**src/rtl/short_name_path_validator_unit_macros.svh**
```systemverilog
// ---------------------------------------------------------------------------
// short name path validator macros
// assertion shorthands shared by the validator rtl
// ---------------------------------------------------------------------------
`ifndef SHORT_NAME_PATH_VALIDATOR_UNIT_MACROS_SVH
`define SHORT_NAME_PATH_VALIDATOR_UNIT_MACROS_SVH

// same-cycle implication, disabled during reset
`define SNPV_ASSERT_IMP(label, clk, rst_n, ante, cons) \
    label: assert property (@(posedge clk) disable iff (!rst_n) (ante) |-> (cons)) \
        else $error("snpv assertion failed");

// next-cycle implication, disabled during reset
`define SNPV_ASSERT_NEXT(label, clk, rst_n, ante, cons) \
    label: assert property (@(posedge clk) disable iff (!rst_n) (ante) |=> (cons)) \
        else $error("snpv assertion failed");

`endif

```
**src/rtl/snpv_pkg.sv**
```systemverilog
// ---------------------------------------------------------------------------
// snpv_pkg
// parser phase codes, character codes, limits and name character check of the path validator
// ---------------------------------------------------------------------------
package snpv_pkg;

    typedef logic [2:0] phase_t;

    localparam phase_t PH_START   = 3'd0;
    localparam phase_t PH_DIGIT   = 3'd1;
    localparam phase_t PH_COLON   = 3'd2;
    localparam phase_t PH_LOGICAL = 3'd3;
    localparam phase_t PH_ROOT    = 3'd4;
    localparam phase_t PH_COMP    = 3'd5;
    localparam phase_t PH_SEP     = 3'd6;

    localparam logic [7:0] CH_NUL   = 8'h00;
    localparam logic [7:0] CH_SLASH = 8'h2F;
    localparam logic [7:0] CH_COLON = 8'h3A;
    localparam logic [7:0] CH_DOT   = 8'h2E;
    localparam logic [7:0] CH_ZERO  = 8'h30;
    localparam logic [7:0] CH_NINE  = 8'h39;

    localparam logic [3:0] MAX_BASE  = 4'd8;
    localparam logic [2:0] MAX_EXT   = 3'd3;
    localparam logic [3:0] MAX_DRIVE = 4'd9;
    localparam logic [3:0] DEVICE_LIMIT_RST = 4'd10;

    function automatic logic name_char_ok(input logic [7:0] c);
        logic ok;
        ok = (c inside {[8'h41:8'h5A], [CH_ZERO:CH_NINE]}) ||
             (c == 8'h5F) || (c == 8'h2D) || (c == 8'h24) || (c == 8'h7E);
        return ok;
    endfunction

endpackage

```
**src/rtl/short_name_path_validator_unit.sv**
```systemverilog
// ---------------------------------------------------------------------------
// short_name_path_validator_unit
// checks a byte stream of paths against short 8.3 name rules
// ---------------------------------------------------------------------------
// usage
//   s_axis: one path byte per word in tdata[7:0]; a zero byte ends the path
//   m_axis: one verdict word per terminated path, tdata[0] = path valid
//   cfg_we / cfg_wdata: writes the device limit (drive digit must be below it)
// throughput
//   one byte per clock, terminators too unless a held verdict blocks them; the
//   parser state update is a short combinational step between state registers and result
// verdict timing
//   the verdict of a path is registered and appears on m_axis in the cycle after its zero byte
// reset
//   parser returns to the path start phase, no verdict pending, device
//   limit back to 10
// stalls
//   a held verdict only blocks the next zero byte; ordinary path bytes keep
//   flowing while m_axis_tready is low, so the verdict register acts as the
//   skid stage between the two sides
// ---------------------------------------------------------------------------
`include "short_name_path_validator_unit_macros.svh"

module short_name_path_validator_unit
    import snpv_pkg::*;
(
    input  logic       clk,
    input  logic       rst_n,
    input  logic       cfg_we,
    input  logic [3:0] cfg_wdata,          // device_limit
    input  logic       s_axis_tvalid,
    output logic       s_axis_tready,
    input  logic [7:0] s_axis_tdata,       // [7:0] path_char
    output logic       m_axis_tvalid,
    input  logic       m_axis_tready,
    output logic [7:0] m_axis_tdata        // [0] path_valid, [7:1] zero
);

    // configuration
    logic [3:0] device_limit_reg;

    // parser state
    phase_t     phase_reg, phase_next;
    logic [3:0] base_count_reg, base_count_next;
    logic [2:0] ext_count_reg, ext_count_next;
    logic       in_ext_reg, in_ext_next;
    logic       failed_reg, failed_next;
    logic [3:0] drive_digit_reg, drive_digit_next;

    // verdict register
    logic       out_valid_reg, out_valid_next;
    logic       out_data_reg, out_data_next;

    logic [7:0] c;
    logic       is_term;
    logic       in_acc;

    // component step inputs and outputs
    logic       new_comp;
    logic [3:0] cb;
    logic [2:0] ce;
    logic       ci;
    logic [3:0] sb;
    logic [2:0] se;
    logic       si;
    logic       sfail;
    logic [3:0] base_inc;
    logic [2:0] ext_inc;
    logic       done_ok;
    logic       verdict;

    assign c       = s_axis_tdata;
    assign is_term = (c == CH_NUL);

    // only a terminator needs the verdict register free
    assign s_axis_tready = !out_valid_reg || m_axis_tready || !is_term;
    assign in_acc        = s_axis_tvalid && s_axis_tready;

    assign m_axis_tvalid = out_valid_reg;
    assign m_axis_tdata  = {7'd0, out_data_reg};

    // current component is complete: nonempty base, extension nonempty if dotted
    assign done_ok = (base_count_reg != 4'd0) && (!in_ext_reg || (ext_count_reg != 3'd0));

    // a component starts fresh after start, logical prefix, root and separator
    always_comb
    begin
        case (phase_reg)
            PH_START, PH_LOGICAL, PH_ROOT, PH_SEP: new_comp = 1'b1;
            default:                               new_comp = 1'b0;
        endcase
    end

    assign cb = new_comp ? 4'd0 : base_count_reg;
    assign ce = new_comp ? 3'd0 : ext_count_reg;
    assign ci = new_comp ? 1'b0 : in_ext_reg;

    assign base_inc = cb + 4'd1;
    assign ext_inc  = ce + 3'd1;

    // one character fed into the component
    always_comb
    begin
        sb    = cb;
        se    = ce;
        si    = ci;
        sfail = 1'b0;
        if (c == CH_DOT)
        begin
            if (ci || (cb == 4'd0))
                sfail = 1'b1;
            else
                si = 1'b1;
        end
        else if (!name_char_ok(c))
        begin
            sfail = 1'b1;
        end
        else if (ci)
        begin
            se    = ext_inc;
            sfail = (ext_inc > MAX_EXT);
        end
        else
        begin
            sb    = base_inc;
            sfail = (base_inc > MAX_BASE);
        end
    end

    // verdict for the path closed by the terminator
    always_comb
    begin
        if (failed_reg)
            verdict = 1'b0;
        else
        begin
            case (phase_reg)
                PH_START, PH_LOGICAL, PH_ROOT: verdict = 1'b1;
                PH_DIGIT, PH_COMP:             verdict = done_ok;
                default:                       verdict = 1'b0;
            endcase
        end
    end

    // parser transition
    always_comb
    begin
        phase_next       = phase_reg;
        base_count_next  = base_count_reg;
        ext_count_next   = ext_count_reg;
        in_ext_next      = in_ext_reg;
        failed_next      = failed_reg;
        drive_digit_next = drive_digit_reg;

        if (in_acc && is_term)
        begin
            phase_next      = PH_START;
            base_count_next = 4'd0;
            ext_count_next  = 3'd0;
            in_ext_next     = 1'b0;
            failed_next     = 1'b0;
        end
        else if (in_acc && !failed_reg)
        begin
            case (phase_reg)
                PH_START:
                begin
                    // first byte of a path, may be a drive digit
                    drive_digit_next = 4'(c - CH_ZERO);
                    if (c == CH_SLASH)
                        phase_next = PH_ROOT;
                    else
                    begin
                        base_count_next = sb;
                        ext_count_next  = se;
                        in_ext_next     = si;
                        failed_next     = sfail;
                        phase_next      = (c >= CH_ZERO && c <= CH_NINE) ? PH_DIGIT : PH_COMP;
                    end
                end
                PH_DIGIT:
                begin
                    if (c == CH_COLON)
                        phase_next = PH_COLON;
                    else if (c == CH_SLASH)
                        phase_next = PH_SEP;
                    else
                    begin
                        base_count_next = sb;
                        ext_count_next  = se;
                        in_ext_next     = si;
                        failed_next     = sfail;
                        phase_next      = PH_COMP;
                    end
                end
                PH_COLON:
                begin
                    if (c == CH_SLASH)
                    begin
                        failed_next = !((drive_digit_reg < device_limit_reg) &&
                                        (drive_digit_reg <= MAX_DRIVE));
                        phase_next  = PH_LOGICAL;
                    end
                    else
                        failed_next = 1'b1;
                end
                PH_LOGICAL:
                begin
                    if (c == CH_SLASH)
                        phase_next = PH_ROOT;
                    else
                    begin
                        base_count_next = sb;
                        ext_count_next  = se;
                        in_ext_next     = si;
                        failed_next     = sfail;
                        phase_next      = PH_COMP;
                    end
                end
                PH_ROOT, PH_SEP:
                begin
                    // empty component: doubled slash or slash after root
                    if (c == CH_SLASH)
                        failed_next = 1'b1;
                    else
                    begin
                        base_count_next = sb;
                        ext_count_next  = se;
                        in_ext_next     = si;
                        failed_next     = sfail;
                        phase_next      = PH_COMP;
                    end
                end
                PH_COMP:
                begin
                    if (c == CH_SLASH)
                    begin
                        failed_next = !done_ok;
                        phase_next  = PH_SEP;
                    end
                    else
                    begin
                        base_count_next = sb;
                        ext_count_next  = se;
                        in_ext_next     = si;
                        failed_next     = sfail;
                    end
                end
                default:
                begin
                    failed_next = 1'b1;
                end
            endcase
        end
    end

    // verdict register, loaded on a terminator, drained by the receiver
    always_comb
    begin
        out_valid_next = out_valid_reg;
        out_data_next  = out_data_reg;
        if (in_acc && is_term)
        begin
            out_valid_next = 1'b1;
            out_data_next  = verdict;
        end
        else if (m_axis_tready)
            out_valid_next = 1'b0;
    end

    always_ff @(posedge clk or negedge rst_n)
    begin
        if (!rst_n)
        begin
            device_limit_reg <= DEVICE_LIMIT_RST;
            phase_reg        <= PH_START;
            base_count_reg   <= 4'd0;
            ext_count_reg    <= 3'd0;
            in_ext_reg       <= 1'b0;
            failed_reg       <= 1'b0;
            out_valid_reg    <= 1'b0;
        end
        else
        begin
            if (cfg_we)
                device_limit_reg <= cfg_wdata;
            phase_reg      <= phase_next;
            base_count_reg <= base_count_next;
            ext_count_reg  <= ext_count_next;
            in_ext_reg     <= in_ext_next;
            failed_reg     <= failed_next;
            out_valid_reg  <= out_valid_next;
        end
    end

    // payload, no reset needed
    always_ff @(posedge clk)
    begin
        drive_digit_reg <= drive_digit_next;
        out_data_reg    <= out_data_next;
    end

    // a terminator always leaves a verdict behind
    `SNPV_ASSERT_NEXT(a_term_gives_verdict, clk, rst_n, in_acc && is_term, out_valid_reg)

    // ordinary bytes never invent a verdict
    `SNPV_ASSERT_NEXT(a_no_spurious_verdict, clk, rst_n,
                      in_acc && !is_term && !out_valid_reg, !out_valid_reg)

    // a rejected path stays rejected until its terminator
    `SNPV_ASSERT_NEXT(a_failed_sticky, clk, rst_n,
                      failed_reg && !(in_acc && is_term), failed_reg)

    // the parser restarts cleanly after every terminator
    `SNPV_ASSERT_NEXT(a_restart, clk, rst_n, in_acc && is_term,
                      (phase_reg == PH_START) && !failed_reg && (base_count_reg == 4'd0))

    // extension characters only count after a dot
    `SNPV_ASSERT_IMP(a_ext_after_dot, clk, rst_n, ext_count_reg != 3'd0, in_ext_reg)

endmodule

```
**config.mk**
```make
export PLATFORM = sky130hd
export DESIGN_NAME = short_name_path_validator_unit
export DESIGN_NICKNAME = d
export VERILOG_FILES = /design/src/rtl/snpv_pkg.sv /design/src/rtl/short_name_path_validator_unit.sv
export VERILOG_INCLUDE_DIRS = /design/src /design/src/rtl
export SDC_FILE = /design/constraint.sdc
export NUM_CORES = 1
export LEC_CHECK = 0
export BUFFER_PORTS_ARGS = -buffer_cell sky130_fd_sc_hd__buf_2
export CORE_ASPECT_RATIO = 0.8
export CORE_MARGIN = 2
export CORE_UTILIZATION = 46
export DETAILED_ROUTE_END_ITERATION = 8
export PLACE_DENSITY_LB_ADDON = 0.2
export RECOVER_POWER = 100
export SLEW_MARGIN = 20
export SYNTH_ARGS = -nofsm -noshare
export SYNTH_HDL_FRONTEND = slang
export SYNTH_SLANG_ARGS = --single-unit
export TNS_END_PERCENT = 100
```
**constraint.sdc**
```tcl
create_clock -name clk -period 7.2 [get_ports clk]
set_input_delay 1.08 -clock clk [delete_from_list [all_inputs] [get_ports clk]]
set_output_delay 1.08 -clock clk [all_outputs]
set_load 0.05 [all_outputs]
```
[Word level (Yosys, flattened, before mapping)]
Index checks and enable logic that the tools add are counted.
Operators by class
  add/subtract/negate cells: 3
  multiply operators: 0
  div/mod/pow operators: 0
  magnitude comparators: 8
  equal/unequal tests: 17
  shifts and indexed selects: 0
  multiplexer cells: 53
  bitwise operators: 1
  reduce and logical (&&, ||, !) cells: 41
Operator list (count)
  two-way mux 3 bit: 16
  == test 8 x 6 -> 1 bit, second input constant: 5
  two-way mux 4 bit: 8
  two-way mux 1 bit: 22
  case mux 3 bit (6 select lines): 1
  == test 8 x 7 -> 1 bit, second input constant: 2
  != test 3 bit, second input constant: 4
  == test 3 bit, second input constant: 3
  greater-or-equal comparator 8 x 6 -> 1 bit, second input constant: 1
  greater-or-equal comparator 8 x 7 -> 1 bit, second input constant: 1
  less-or-equal comparator 8 x 6 -> 1 bit, second input constant: 1
  less-or-equal comparator 8 x 7 -> 1 bit, second input constant: 1
  logical NOT 8 bit: 1
  logical OR 1 bit: 8
  case mux 4 bit (2 select lines): 1
  logical AND 1 bit: 7
  nonzero test 7 bit: 1
  == test 3 x 2 -> 1 bit, second input constant: 2
  logical NOT 1 bit: 6
  case mux 3 bit (2 select lines): 1
  AND reduction 3 bit: 2
  nonzero test 2 bit: 3
  nonzero test 3 bit: 2
  OR reduction 2 bit: 3
  other kinds (20): 21
Storage, ports and cells
  register bits: 22
  bits in latches: 0
  bits in writable memories: 0
  ROM bits: 0
  output and inout port bits: 10
  word-level logic and storage cells: 132
  memories: 0

[Logic depth before layout (Yosys ltp)]
Gate-level depths: netlist (run 1).
  depth in word-level cells: 14
  gate-level depth with buffers: 11
  depth with buffers taken out: 10

[Worst setup path before layout (run 1)]
Ideal clock, no wire load.
  kind: input to output
  from: input port s_axis_tdata[0]
  to: output port s_axis_tready
  arrival time: 2120 ps
  data required time: 6120 ps
  setup slack: 4000 ps
  stages on the path: 4
  buffers on the path: 1
  path through: buf_6 -> or3_4 -> nor4_2 -> inv_1
Between the ends
  cells in the longest elaborated chain, start to end: 3
Ends and longest elaborated chain
  from (decl): RTL line short_name_path_validator_unit.sv:33  | input logic [7:0] s_axis_tdata,
  logical NOT 8 bit: RTL line short_name_path_validator_unit.sv:73  | assign is_term = (c == CH_NUL);
  logical NOT 1 bit: RTL line short_name_path_validator_unit.sv:76  | assign s_axis_tready = !out_valid_reg || m_axis_tready || !is_term;
  logical OR 1 bit: RTL line short_name_path_validator_unit.sv:76
  to (decl): RTL line short_name_path_validator_unit.sv:32  | output logic s_axis_tready,
No other way between the ends.

[Worst setup path after layout (run 1)]
Ends and elaborated chain as after synthesis.

==> metrics.md, run 1 <==
| Metric | Value |
|---|---|
| Fin crit period | ~3.6 ns |
| Setup crit start kind | input port |
| Gpl congestion | a little under 0.9 |
| Deepest clock path buffer count | 2 |
| Worst ir drop on vdd | 0.0965 mV |
| Yosys cell types | 67 |
| Pwr dens | about 210 nW/um2 |
| Post-DR wirelength/cell | between 15 and 20 um |
| Initial cell density of the core | 0.482 |
| Main synth FF type | dfrtp_1 |
| Final clock skew | between 0.003 and 0.004 ns |
| Initial antenna violation count | 0 |
| DRC | 0 |
| Core footprint | around 3800 um2 |
| Drt pass-1 iters | 5 |
| Final Max Slew Viols | 0 |
| Starting DRC count in detailed routing | between 150 and 200 |
| Avg Vias per Cell | ~5.8 |
| Resized Gates After CTS | 0 |
| Diodes inserted | 0 |
| Dominant cell type by area after synthesis | dfrtp_1 |
| Share of the synthesized area in the top cell type | 0.205 |
| Vias in the first global route | between 1,000 and 1,500 |
| Number of port buffers | 19 |
| Clock-pin slew on the worst setup and hold paths | 0.08 ns |
| # rows | 20 |
| Endpoint class of the critical path | output pin |
| Fin nets | ~250 |
| Result of the run | complete, no violations |
| Final setup fails | 0 |
| Fin crit share | 0.496 |
| Flop pwr share | 0.418 |
| Cell at the slowest stage of the critical path | or3_1 |
| Uppermost routed layer | met4 |
| RSZ-0062 raised after global routing | false |
| First-pass GRT wire length | roughly 7000 um |
| Logic pwr share | 0.326 |
| CP Max Fanout | 11 |
| CTS Root Buffer Type | clkbuf_8 |
| Most frequent cell after synthesis | nand2_1 |
| Die Span Y | slightly above 60 um |
| Area Growth Syn to Fin | 6.82% |
| Yosys Warn Count | 0 |
| Syn Area/Cell | 8.57 um2 |
| Clock Latency Late Sink | 0.27 ns |
| Mapped Area | 1830 um2 |
| Slew HR | 0.319 |
| Clock Power Share | 0.256 |
| Layout cells sized above 1 | 0.136 |
| Synth cell count leaders | nand2_1 (18), nor2_1 (17), o21ai_0 (17), dfrtp_1 (15), inv_1 (14) |
| Gr ovfl total | 0 |
| Final hold violations | 0 |
| DP HPWL | 3250 um |
| Wire length on met3 | 255 um |
| Die W | around 75 um |
| Data required, critical path | roughly 6.1 ns |
| # fillers | 387 |
| Post-synth EDFFs | 5 |
| Post-CTS Setup Inserts | 0 |
| Syn Inst Count | about 210 |
| Min Hold Slack | about 0.52 ns |
| Htree depth | 1 |
| Max-Cap Viols | 0 |
| Synth area leaders | dfrtp_1 (20%), edfxtp_1 (8.2%), ha_1 (4.8%) |
| CTS Buf Count | 3 |
| Crit path max-delay family | simple AND/OR/NAND/NOR gates |
| Top Ports | 27 |
| Met2 wire length | between 1500 and 2000 um |
| WP buf/inv | 3 |
| Worst-path cell chain | clkbuf_1, or3_1, nor4_1, inv_1, buf_2 |
| Fraction of registers with async set/reset | 0.773 |
| Worst Tran Pin Value | around 1 ns |
| WS Path Type | in2out |
| WL met1 | between 2000 and 2500 um |
| Register area share after synthesis | 0.315 |
| CP max stage delay | 0.48 ns |
| FF+latch count, synth | 22 |
| Die ar. | between 4000 and 5000 um2 |
| Routed WL | roughly 4300 um |
| Via count | ~1,600 |
| Setup_tns | 0 ns |
| Leakage | slightly above 0.8 nW |
| CTS tree | yes |
| P_int | ~0.25 mW |
| Routed Antenna Nets | 0 |
| Sw Ratio | 0.373 |
| Psw | 0.151 mW |
| Critical Path AT | roughly 2.5 ns |
| Clock sink count | 22 |
| F_max | 0.280 GHz |
| Fin cells | between 200 and 300 |
| Cts hold-fix bufs | 0 |
| Total track usage | 0.206 |
| Largest net degree at the start of global routing | 18 |
| Placed Cells | around 280 |
| Worst min-delay path category | reg2reg |
[per-stage QoR]
step | util | setup slack, ns | power (mW) | area [um2]
final | 0.515 | 3.63 | 0.406 | 1960
after CTS | 0.524 | 3.80 | 0.406 | 1990
after global placement | 0.506 | 3.86 | 0.302 | 1930
after detailed placement | 0.506 | 3.80 | 0.302 | 1930
after global routing | 0.515 | 3.45 | 0.429 | 1960
after floorplan | - | 4.00 | 0.270 | 1860
[layer usage]
metal / track usage / vias up
met4: 0.0383 / 0
li1: - / 812
met5: 0 / -
met2: 0.288 / 53
met3: 0.0565 / 2
met1: 0.319 / 768
[placed cells by master (no fill, tap or decap), types with 4 or more instances in the layout]
master | synthesis | final
clkbuf_1 | 4 | 8
dfrtp_1 | 15 | 15
inv_1 | 14 | 14
nand3_1 | 6 | 6
and2_1 | 5 | 5
buf_2 | 1 | 11
nor2_1 | 17 | 17
a21oi_1 | 12 | 12
nor3_1 | 3 | 4
nand2_1 | 18 | 18
ha_1 | 7 | 7
conb_1 | 1 | 7
o21ai_0 | 17 | 17
or2_2 | 4 | 4
edfxtp_1 | 5 | 5
[power by group through the flow]
stage               Sequential, mW  Clock, mW  Combinational [mW]
floorplan                    0.155          0               0.115
global placement             0.171          0               0.131
detailed placement           0.171          0               0.131
CTS                          0.168      0.106               0.132
global route                 0.172      0.111               0.146
finish                       0.170      0.104               0.132
[path summary, 6_finish.rpt]
check                                     from             endpoint  slack, ns  depth (start not counted)
max                            s_axis_tdata[0]        s_axis_tready       3.63                          5
min in group asynchronous                rst_n  device_limit_reg[0]       0.96                          1
min                        device_limit_reg[3]  device_limit_reg[3]       0.52                          2
min reg2reg                device_limit_reg[3]  device_limit_reg[3]       0.52                          2
max in group asynchronous                rst_n    base_count_reg[0]       5.63                          1
max reg2reg                       phase_reg[1]           failed_reg       4.15                         10
[tightest hold or removal path: cells and delay by family (launching register included)]
kind,cells,cell delay [ns]
DFF,1,0.37
AOI/OAI and AO/OA,1,0.08
buffers and inverters,1,0.07
[kinds of logic (layout without fill, tap and decap cells)]
kind of cell | count (synthesis) | count (layout) | synth area share
other cells | 1 | 7 | 0.00204
compound gates | 70 | 70 | 0.273
fa+ha+maj | 7 | 7 | 0.0477
xor+xnor | 4 | 4 | 0.0191
flops | 22 | 22 | 0.315
simple gates | 81 | 81 | 0.263
buf+inv | 29 | 37 | 0.0805
[final cells by class]
cell class	count	area, um2	share of cell area
timing repair buffer	19	85.1	0.0434
tap	55	68.8	0.0351
multi-input combinational	169	1110	0.566
inverter	14	52.6	0.0268
sequential	22	578	0.295
clock buffer	4	66.3	0.0338
Power figures use the tool's default switching activity.
==> run 2, diff against run 1 <==
Settings changed: ABC_AREA from default to 1.
Clock period 7.2 ns to 3.2 ns, I/O delays scaled along.
==> metrics.md, run 2 <==
| Metric | Value |
|---|---|
| Result of the run | complete, no violations |
| Deepest clock path buffer count | 2 |
| Gr ovfl total | 0 |
| CP Max Fanout | 7 |
| Data required, critical path | around 3.3 ns |
| Final clock skew | around 0.0043 ns |
| Dominant cell type by area after synthesis | dfrtp_1 |
| Routed WL | about 3600 um |
| Worst Tran Pin Value | approximately 1.0 ns |
| Clock Latency Late Sink | ~0.26 ns |
| Register area share after synthesis | 0.340 |
| Leakage | 0.888 nW |
| Top Ports | 27 |
| WS Path Type | in2reg |
| Layout cells sized above 1 | 0.111 |
| Commonest non-fill, non-tap cell in the layout | nand2_1 |
| Post-synth EDFFs | 5 |
| FF-to-FF End | base_count_reg[1] |
| Critical Path AT | 2.58 ns |
| Synth cell count leaders | nand2_1 (46), nand3_1 (33), inv_1 (30), nor2_1 (21), dfrtp_1 (15) |
| Gpl congestion | roughly 0.89 |
| RSZ-0062 raised after global routing | false |
| Syn Area/Cell | around 7.3 um2 |
| Max-Cap Viols | 0 |
| Fraction of registers with async set/reset | 0.773 |
| Fin nets | about 280 |
| Resized Gates After CTS | 0 |
| Path depth of the worst reg2reg path | 11 |
| Setup crit start kind | input port |
| Vias in the first global route | approximately 1,400 |
| Die W | between 70 and 80 um |
| Slew HR | 0.317 |
| Clock sink count | 22 |
| Synth area leaders | dfrtp_1 (22%), nand2_1 (10%), nand3_1 (9.7%) |
| Drt pass-1 iters | 5 |
| Fin crit share | 0.760 |
| Cts hold-fix bufs | 0 |
| Area Growth Syn to Fin | 6.11% |
| Syn Inst Count | between 200 and 250 |
| Area fraction in compound gates after synthesis | 0.136 |
| Die Span Y | 58.4 um |
| Main combinational cell family by area after synthesis | simple AND/OR/NAND/NOR gates |
| Endpoint class of the critical path | flip-flop |
| Multiplexer area fraction after synthesis | 0.00663 |
| Yosys cell types | 34 |
| Pwr dens | between 600 and 700 nW/um2 |
| Worst ir drop on vdd | roughly 0.28 mV |
| Fin cells | 295 |
| FF+latch count, synth | 22 |
| CTS Root Buffer Type | clkbuf_8 |
| Avg Vias per Cell | roughly 5.2 |
| Initial antenna violation count | 0 |
| Worst min-delay path category | in2async |
| # fillers | roughly 350 |
| Final Util | 0.516 |
| Post-Synth Simple-Gate Area | 0.344 |
| Initial cell density of the core | 0.486 |
| Clock-pin slew on the worst setup and hold paths | about 0.090 ns |
| Final setup fails | 0 |
| Area of the multi-input gates | 891 um2 |
| Design area | 1800 um2 |
| Post-CTS Setup Inserts | 0 |
| Largest net degree at the start of global routing | 18 |
| F_max | ~0.4 GHz |
| Synth Area in Adders | 0.0515 |
| Reg2Reg Launch Point | phase_reg[0] |
| R2R setup slack | a little under 0.8 ns |
| Placed inst area | 1800 um2 |
| Number of port buffers | 19 |
| Worst-path cell chain | clkbuf_1, nor2_1, nand4_1, nor3_1, nand3_2, nand3b_2, or2_0, nor2_1, nand3_1, o21ai_0 |
| CTS Buf Count | 3 |
| CTS tree | yes |
| CP max stage delay | about 0.39 ns |
| Share of the synthesized area in the top cell type | 0.221 |
| Most Frequent Cell on Critical Path | nor2_1 |
| Yosys Warn Count | 0 |
| Setup_tns | 0 ns |
| Via count | between 1,500 and 2,000 |
| Placed Cells | 291 |
| Routed Antenna Nets | 0 |
| Commonest non-fill, non-tap cells in the layout | nand2_1 (47), nand3_1 (34), inv_1 (31), nor2_1 (23), dfrtp_1 (15) |
| Starting DRC count in detailed routing | approximately 120 |
| Min Hold Slack | approximately 0.36 ns |
| Core footprint | approximately 3500 um2 |
| DRC | 0 |
| Main synth FF type | dfrtp_1 |
| Cell at the slowest stage of the critical path | nor3_1 |
| Xor/xnor cell area share of the yosys netlist | 0 |
| Mapped Area | 1700 um2 |
| Post-DR wirelength/cell | around 12 um |
| Total track usage | 0.194 |
| # rows | 19 |
| Die ar. | 4200 um2 |
| Register area | 578 um2 |
| Final hold violations | 0 |
| Final Max Slew Viols | 0 |
| Fin crit period | between 2 and 2.5 ns |
| Most frequent cell after synthesis | nand2_1 |
| Htree depth | 1 |
| DP HPWL | between 2000 and 3000 um |
| Diodes inserted | 0 |
| First-pass GRT wire length | around 6400 um |
==> run 2: changes by cell type in the layout (fill, tap and decap cells not counted), sizes merged, moves of 4 or more <==
cell	before	now
and2	5	0
nor2	17	23
inv	14	35
nand2	18	48
nand3	6	35
nor4	4	0
nand4	1	5
==> run 2: through the flow <==
step | setup WS [ns] | power [mW]
2_1_floorplan | 1.12 | 0.877
3_3_place_gp | 0.997 | 0.997
3_5_place_dp | 0.977 | 1.00
4_1_cts | 0.967 | 1.23
5_1_grt | 0.536 | 1.32
6_report | 0.768 | 1.20
==> run 2: how the worst max path moves through the flow <==
stage / startpoint / to / slack (ns) / cells after the start
final: s_axis_tdata[0] / base_count_reg[1] / 0.77 / 10
after detailed placement: s_axis_tdata[7] / base_count_reg[1] / 0.98 / 10
after global placement: s_axis_tdata[7] / base_count_reg[1] / 1.0 / 10
after global routing: s_axis_tdata[0] / base_count_reg[1] / 0.54 / 10
after floorplan: s_axis_tdata[3] / base_count_reg[2] / 1.12 / 10
after CTS: phase_reg[0] / base_count_reg[1] / 0.97 / 11
==> run 2: final cells by class <==
type | instances | area share
Inverter | 35 | 0.0729
Multi-Input combinational cell | 173 | 0.494
Tap cell | 42 | 0.0291
Clock buffer | 4 | 0.0368
Sequential cell | 22 | 0.321
Timing Repair Buffer | 19 | 0.0465
==> run 2: metal layers <==
metal  up-vias  routed length, um  GRT usage
met5         -                  0          0
met4         0                 16     0.0296
met3         2                227     0.0394
met2        54               1390      0.272
met1       676               2010      0.313
li1        804                  -          -
==> run 2: kinds of logic after synthesis <==
| family | count (synthesis) |
|---|---|
| AOI/OAI and AO/OA | 37 |
| adders and majority gates | 7 |
| buffers and inverters | 44 |
| other | 1 |
| muxes | 1 |
| DFF | 22 |
| and+or+nand+nor | 121 |
==> run 2: report_power, final <==
part	internal [mW]	total, mW	switching (mW)
Sequential	0.356	0.418	0.0621
Clock	0.136	0.231	0.0954
Combinational	0.184	0.553	0.369
==> run 2: critical path, delay by kind of cell <==
family	cells	cell delay, ns
and+or+nand+nor	8	1.82
AOI/OAI and AO/OA	1	0.11
buffers and inverters	1	0.15
